$ cat src/design/hng_pkg.sv
// Shared types and constants of the height-map normal generator.
// No dependencies.
`timescale 1ns / 1ps
package hng_pkg;

   localparam int ROW_W   = 11;           // row counter, holds up to 1024
   localparam int MAX_ROWS = 1024;
   localparam int CFG_W   = 11;
   localparam int H_W     = 16;
   localparam int DIFF_W  = 17;
   localparam int SUM_W   = 34;
   localparam int RAD_W   = 62;
   localparam int ROOT_W  = 31;
   localparam int NUM_W   = 46;
   localparam int Q_W     = 16;
   localparam int B_VAL   = 512;          // 2.0 in Q8.8
   localparam int FRAC_SH = 29;

   localparam logic CMD_SAMPLE = 1'b0;
   localparam logic CMD_DRAIN  = 1'b1;

   localparam logic REG_MAP_WIDTH  = 1'b0;
   localparam logic REG_MAP_HEIGHT = 1'b1;

   typedef enum logic [4:0] {
      ST_IDLE, ST_CHECK, ST_RD0, ST_RD1, ST_RD2, ST_CAP, ST_SQA, ST_SQD,
      ST_ROOT, ST_ROOT_W, ST_DX, ST_DX_W, ST_DY, ST_DY_W, ST_DZ, ST_DZ_W, ST_OUT
   } state_type;

   typedef enum logic [1:0] {COMP_X, COMP_Y, COMP_Z} comp_type;

   typedef struct packed {
      logic     accept;
      logic     rd0;
      logic     rd1;
      logic     rd2;
      logic     cap;
      logic     sq_a;
      logic     sq_d;
      logic     sqrt_start;
      logic     div_start;
      comp_type div_sel;
      logic     load_out;
   } cmd_type;

   typedef struct packed {
      logic act;
      logic emit;
      logic sqrt_done;
      logic div_done;
      logic out_free;
   } status_type;

endpackage

$ cat src/design/hng_ctrl.sv
// Sequencer of the normal generator: steps one item through reads,
// squaring, root and three divisions. Depends on hng_pkg.
`timescale 1ns / 1ps
module hng_ctrl (
   input  logic                clock,
   input  logic                reset,
   input  logic                req_valid,
   output logic                req_ready,
   input  hng_pkg::status_type status,
   output hng_pkg::cmd_type    cmd
);
   hng_pkg::state_type state_ff, state_in;

   always_ff @(posedge clock) begin
      if (reset) begin
         state_ff <= hng_pkg::ST_IDLE;
      end else begin
         state_ff <= state_in;
      end
   end

   always_comb begin
      state_in    = state_ff;
      cmd         = '0;
      cmd.div_sel = hng_pkg::COMP_X;
      req_ready   = 1'b0;
      case (state_ff)
         hng_pkg::ST_IDLE: begin
            req_ready  = 1'b1;
            cmd.accept = req_valid;
            if (req_valid) state_in = hng_pkg::ST_CHECK;
         end
         hng_pkg::ST_CHECK: begin
            state_in = status.act ? hng_pkg::ST_RD0 : hng_pkg::ST_IDLE;
         end
         hng_pkg::ST_RD0: begin
            cmd.rd0  = 1'b1;
            state_in = hng_pkg::ST_RD1;
         end
         hng_pkg::ST_RD1: begin
            cmd.rd1  = 1'b1;
            state_in = hng_pkg::ST_RD2;
         end
         hng_pkg::ST_RD2: begin
            cmd.rd2  = 1'b1;
            state_in = hng_pkg::ST_CAP;
         end
         hng_pkg::ST_CAP: begin
            cmd.cap  = 1'b1;
            state_in = status.emit ? hng_pkg::ST_SQA : hng_pkg::ST_IDLE;
         end
         hng_pkg::ST_SQA: begin
            cmd.sq_a = 1'b1;
            state_in = hng_pkg::ST_SQD;
         end
         hng_pkg::ST_SQD: begin
            cmd.sq_d = 1'b1;
            state_in = hng_pkg::ST_ROOT;
         end
         hng_pkg::ST_ROOT: begin
            cmd.sqrt_start = 1'b1;
            state_in       = hng_pkg::ST_ROOT_W;
         end
         hng_pkg::ST_ROOT_W: begin
            if (status.sqrt_done) state_in = hng_pkg::ST_DX;
         end
         hng_pkg::ST_DX: begin
            cmd.div_start = 1'b1;
            cmd.div_sel   = hng_pkg::COMP_X;
            state_in      = hng_pkg::ST_DX_W;
         end
         hng_pkg::ST_DX_W: begin
            if (status.div_done) state_in = hng_pkg::ST_DY;
         end
         hng_pkg::ST_DY: begin
            cmd.div_start = 1'b1;
            cmd.div_sel   = hng_pkg::COMP_Y;
            state_in      = hng_pkg::ST_DY_W;
         end
         hng_pkg::ST_DY_W: begin
            if (status.div_done) state_in = hng_pkg::ST_DZ;
         end
         hng_pkg::ST_DZ: begin
            cmd.div_start = 1'b1;
            cmd.div_sel   = hng_pkg::COMP_Z;
            state_in      = hng_pkg::ST_DZ_W;
         end
         hng_pkg::ST_DZ_W: begin
            if (status.div_done) state_in = hng_pkg::ST_OUT;
         end
         hng_pkg::ST_OUT: begin
            if (status.out_free) begin
               cmd.load_out = 1'b1;
               state_in     = hng_pkg::ST_IDLE;
            end
         end
         default: state_in = hng_pkg::ST_IDLE;
      endcase
   end
endmodule

$ cat config.mk
export PLATFORM = sky130hd
export DESIGN_NAME = hng_ctrl
export DESIGN_NICKNAME = d
export VERILOG_FILES = /design/src/design/hng_pkg.sv /design/src/design/hng_ctrl.sv
export SDC_FILE = /design/constraint.sdc
export NUM_CORES = 1
export LEC_CHECK = 0
export ABC_AREA = 1
export CORE_AREA = 5 5 42 44
export DETAILED_ROUTE_END_ITERATION = 10
export DIE_AREA = 0 0 47 49
export DONT_BUFFER_PORTS = 1
export SETUP_SLACK_MARGIN = 0.2
export SYNTH_ARGS = -nofsm -noshare
export SYNTH_HDL_FRONTEND = slang
export SYNTH_SLANG_ARGS = --single-unit
$ cat constraint.sdc
create_clock -name clock -period 1.95 [get_ports clock]
set_input_delay 0.195 -clock clock [delete_from_list [all_inputs] [get_ports clock]]
set_output_delay 0.195 -clock clock [all_outputs]
set_load 0.02 [all_outputs]
==> reports/qor.csv, run 1 <==
metric;value;unit
holdPathStages;1;
fmax;630;MHz
r2r_cells;7;
grt_pass1_vias;520;
post_cts.repair.setup_buffers;0;
start_util;36.1;%
num_antenna_cells;0;
crit_path_top_delay_cell;o22ai_1;
insertion_delay;240;ps
grt_max_degree;9;
area_growth_syn_to_layout;12.9;%
core;1400;µm²
synthSimpleGateAreaFrac;57.4;%
fin_nets;106;
ys_seq_elements;5;
fin_cells;113;
synth_most_common_cell;nor2_1;
drc;0;
overflow;0;
rows;14;
critPathTopFamily;compound AO/OA/AOI/OAI gates;
finalSetupViolCount;0;
clock-sinks;5;
worstSetupPathType;register to primary output;
top_register;state_ff;
r2r-end;state_ff[2]$_SDFFE_PP0P_;
rr_startpoint;state_ff[0]$_SDFFE_PP0P_;
antenna_found_initial;0;
synth_edf_count;0;
synthXorXnorAreaFrac;0;%
status;completed;
vias;587;
hold_path_class;primary input to register;
grt_pass1_wl;2170;µm
ctsHoldBuffers;0;
whs_endpoint;state_ff[4]$_SDFFE_PP0P_;
clkTransAtPathRegs;50;ps
viasPerCell;5.19;
clockBufferDepth;2;
cts_tree;done;
synthDistinctLibCells;18;
avgSynthCellArea;5.62;µm²
synth_top_area_share;19.8;%
max_stage_delay;400;ps
grt.total_usage;12.6;%
startpoint_type;register;
path_cells;inv_2 -> nor2_2 -> inv_1 -> o22ai_1;
yosysWarningCount;0;
p_total;301;µW
hold_viol_final;0;
pin_count;21;
portBuffers;0;
die-area;2300;µm²
synth_fa_ha_area_share;0;%
crit_fanout;4;
synth.area.mux_share;0;%
vdd_drop_max;0.000562;V
ant_nets;0;
final_area;571;µm²
min_period_over_period;81.5;%
synth_top_family_by_area;simple AND/OR/NAND/NOR gates;
drt_first_pass_iters;4;
synth-compound-area-share;10.1;%
synthTopCellsByArea;dfxtp_1, nor2_1, nand2_1, nand3_1, inv_1;
slew_viol_final;0;
ys_seq_area_share;19.8;%
layout-drive-gt1-share;21.6;%
fillCellCount;158;
worst_pin_slew;482;ps
min_period;1590;ps
root_buffer;clkbuf_4;
p_leak;0.000266;µW
syn_area;505;µm²
synth.top_cells.by_count;nor2_1, nand2_1, inv_1, nand3_1, a21oi_1;
largest_reg_flops;5;
cts_htree_levels;1;
top_regs;state_ff: 5 flops;
path_buf_inv;2;
synth_ff_type;dfxtp_1;
yosysTopAreaCell;dfxtp_1;
ctsResizeCount;0;
dp_hpwl;1130;µm
synth-async-reset-ratio;0;%
slew_headroom;68.3;%
final_core_util;40.7;%
cp.arrival;1390;ps
powerDensity;528;nW/µm²
wl;1360;µm
clock_skew;8.96;ps
syn_inst;90;
die_h;49;µm
hp-start;reset;
wire_per_inst;12.1;µm
synthesis.nets;98;
rrSetupSlack;500;ps
worstPathRequired;1750;ps
cts_made_buffers;3;
placed_cell_area;544;µm²
critical_path.endpoint_type;primary output;
gp_congestion;0.829;
drt_iter0_markers;16;
place_inst;109;
fp.dieW;47;µm
rsz0062_at_grt;false;
maxCapViolations;0;
finalSetupTns;0;ps
cell type report:
class / instances / area (µm²) / share of cell area (%)
multi-input cells: 70 / 342 / 59.9
flip-flops and latches: 5 / 100 / 17.5
inverters: 14 / 52.6 / 9.21
repair buffers: 4 / 30.0 / 5.26
well taps: 16 / 20.0 / 3.51
clock buffers: 4 / 26.3 / 4.61
per-layer routing:
metal	global-route usage, %	up-vias	share of wire, %
li1	-	308	-
met1	16.0	256	44
met2	18.1	23	46
met3	8.12	0	11
met4	1.84	0	0
met5	0	-	0
cells in the final DEF, fill, tap and decap left out:
| cell | instances |
|---|---|
| nand2_1 | 14 |
| inv_1 | 11 |
| dfxtp_1 | 5 |
| a21oi_1 | 6 |
| clkbuf_1 | 1 |
| nor3_1 | 3 |
| nor4_1 | 1 |
| inv_2 | 3 |
| o21ai_1 | 1 |
| o21ai_0 | 2 |
| nand2_2 | 3 |
| clkbuf_4 | 3 |
| o22ai_1 | 1 |
| nand3_1 | 9 |
| buf_4 | 4 |
| nand4_1 | 3 |
| nand3_2 | 2 |
| nor2_2 | 5 |
| nor2_4 | 1 |
| nor2_1 | 19 |
cell families after synthesis:
| group | after synthesis |
|---|---|
| compound gates | 10 |
| buf+inv | 15 |
| flops | 5 |
| simple gates | 60 |
worst reg2reg max path, cell delays in order, from the launching register on:
cell	delay, ps
dfxtp_1	480
nand2_1	170
nor2_1	180
nand2_1	100
a21oi_1	180
nor2_2	90
nand3_1	80
a21oi_1	60
where the power goes:
group | internal [µW] | switching (µW) | total, µW
Clock | 77.4 | 42.2 | 120
Sequential | 107 | 7.61 | 114
Combinational | 20.5 | 46.8 | 67.3
stage by stage:
stage	setup WS, ps	hold WS, ps
global placement	508	268
finish	362	15.3
floorplan	441	264
CTS	355	18.0
detailed placement	514	271
global route	242	8.10
worst max-delay path by stage:
stage               depth (start not counted)                     start                       end
global placement                            8  state_ff[3]$_SDFFE_PP0P_  state_ff[3]$_SDFFE_PP0P_
finish                                      4  state_ff[3]$_SDFFE_PP0P_                    cmd[3]
detailed placement                          8  state_ff[3]$_SDFFE_PP0P_  state_ff[3]$_SDFFE_PP0P_
floorplan                                   4  state_ff[0]$_SDFFE_PP0P_                    cmd[0]
global route                                4  state_ff[1]$_SDFFE_PP0P_                    cmd[3]
CTS                                         4  state_ff[3]$_SDFFE_PP0P_                    cmd[3]
(Power assumes the default switching activity.)
==> run 2: changes to the inputs <==
==> constraint.sdc (replaced) <==
create_clock -name clock -period 1.41 [get_ports clock]
set_input_delay 0.141 -clock clock [delete_from_list [all_inputs] [get_ports clock]]
set_output_delay 0.141 -clock clock [all_outputs]
set_load 0.02 [all_outputs]
==> run 2 against run 1 <==
Net effect: critical path type is now register to register; the run now ends with negative setup slack left; non-clock buffer count rose by 25; final area grew 82%; final cell count rose by 22%; die area unchanged.
==> reports/qor.csv, run 2 (same netlist as run 1, synthesis figures left out) <==
metric;value;unit;change
clock-sinks;5;;unchanged
grt_pass1_vias;627;;+21%
grt.total_usage;14.7;%;+2.1 points
dp_hpwl;1180;µm;+3.8%
vdd_drop_max;0.000550;V;-2.1%
vias;758;;+29%
start_util;36.1;%;unchanged
min_period;1480;ps;
hold_viol_final;0;;unchanged
post-place-ws;65.9;ps;-448 ps
root_buffer;clkbuf_4;;
placed_cell_area;609;µm²;+12%
worstPathRequired;1570;ps;-180 ps
top_regs;state_ff: 5 flops;;
core;1400;µm²;unchanged
pin_count;21;;unchanged
portBuffers;0;;unchanged
final_area;1040;µm²;+82%
multi_input_area;520;µm²;+52%
worst_pin_slew;250;ps;-232 ps
met1_length;810;µm;+36%
clock_skew;19.1;ps;+10.1 ps
area_growth_syn_to_layout;105;%;
slew_headroom;83.2;%;+15 points
cp.arrival;1640;ps;+250 ps
grt_pass1_wl;2580;µm;+19%
clockBufferDepth;2;;unchanged
fp.dieW;47;µm;unchanged
finalSetupViolCount;4;;+4
r2r_cells;8;;+1
wire_per_inst;16.0;µm;+33%
crit_fanout;4;;unchanged
num_antenna_cells;0;;unchanged
largest_reg_flops;5;;unchanged
cts_made_buffers;3;;unchanged
fin_nets;131;;+24%
slew_viol_final;0;;unchanged
critical_path.endpoint_type;register;;
die_h;49;µm;unchanged
fillCellCount;93;;-41%
powerDensity;521;nW/µm²;-1.3%
finalWorstSetupSlack;-70.4;ps;-432 ps
cts_tree;done;;
status;complete, but fails checks;;
worstSetupPathType;register to register;;
rows;14;;unchanged
wl_met3;177;µm;+22%
drc;0;;unchanged
fmax;676;MHz;
layout-drive-gt1-share;60.7;%;+39 points
clkTransAtPathRegs;60;ps;about the same
path_cells;inv_4 -> nor2_4 -> nand2_4 -> buf_4 -> buf_4 -> nand3_1 -> nand3_1 -> a21oi_1;;
gp_congestion;0.904;;+9.0%
overflow;0;;unchanged
route.met2.wl;1170;µm;+88%
cts_htree_levels;1;;unchanged
maxCapViolations;0;;unchanged
wl;2210;µm;+62%
viasPerCell;5.49;;+5.7%
drt_first_pass_iters;4;;unchanged
final_cell_mix;buf_4, nor2_4, nand2_1, buf_6;;
insertion_delay;250;ps;about the same
die-area;2300;µm²;unchanged
crit_path_top_delay_cell;dfxtp_4;;
p_leak;0.000439;µW;+65%
violations;negative setup slack;;
p_total;539;µW;+79%
hold_path_class;primary input to register;;
ant_nets;0;;unchanged
grt_max_degree;8;;-1
antenna_found_initial;0;;unchanged
layout_commonest_cell;buf_4;;
regArea;119;µm²;+19%
rsz0062_at_grt;true;;
holdPathStages;3;;+2
drt_iter0_markers;36;;+20
top_layer;met4;;
max_stage_delay;400;ps;about the same
startpoint_type;register;;
top_register;state_ff;;
min_period_over_period;105;%;
## run 2: cell types whose count changed in the layout (fill, tap and decap cells not counted), sizes merged
cell	change
dlygate4sd3	+1
buf	+24
clkinv	+1
inv	-1
## run 2: per-stage QoR
stage	hold slack, ps	util, %	instances	setup TNS (ps)
floorplan	203	-	90	0
global placement	205	43.5	115	0
detailed placement	205	43.5	115	0
CTS	129	55.1	125	-194
global route	156	73.9	138	-484
finish	137	73.9	138	-107
## run 2: cell type report
cell class                 instances  share of cell area, %
multi-input combinational         70                   50.2
timing repair buffer              29                   26.8
sequential                         5                   11.5
inverter                          14                   7.00
clock buffer                       4                   2.54
tap                               16                   1.93
## run 2: timing repair
item | 4_1_cts | 5_1_grt
hold buffers | 1 | 0
endpoints found under the hold margin | 5 | 0
pin swaps | 7 | 10
setup buffers | 5 | 13
resized for setup | 26 | 44
endpoints found under the setup margin | 18 | 18
## run 2: metal layers
layer / GRT usage [%] / vias up
li1: - / 356
met1: 18.7 / 349
met2: 23.8 / 47
met3: 4.06 / 6
met4: 3.69 / 0
met5: 0 / -
## run 2: path summary, 6_finish.rpt
check	startpoint	to	slack, ps
setup / recovery	state_ff[1]$_SDFFE_PP0P_	state_ff[1]$_SDFFE_PP0P_	-70
hold / removal	status[1]	state_ff[2]$_SDFFE_PP0P_	140
setup reg to reg	state_ff[1]$_SDFFE_PP0P_	state_ff[1]$_SDFFE_PP0P_	-70
hold reg to reg	state_ff[1]$_SDFFE_PP0P_	state_ff[1]$_SDFFE_PP0P_	590
## run 2: worst max-delay path, delay by kind of cell, from the launching register on
family / cells / cell delay [ps]
AOI/OAI and AO/OA: 1 / 200
and+or+nand+nor: 4 / 430
buffers and inverters: 3 / 340
DFF: 1 / 400
## run 2: power breakdown
part | leakage [µW] | switching (µW) | internal, µW
clock | 0.0000150 | 68.2 | 108
combinational | 0.000380 | 124 | 87.5
sequential | 0.0000444 | 9.91 | 142
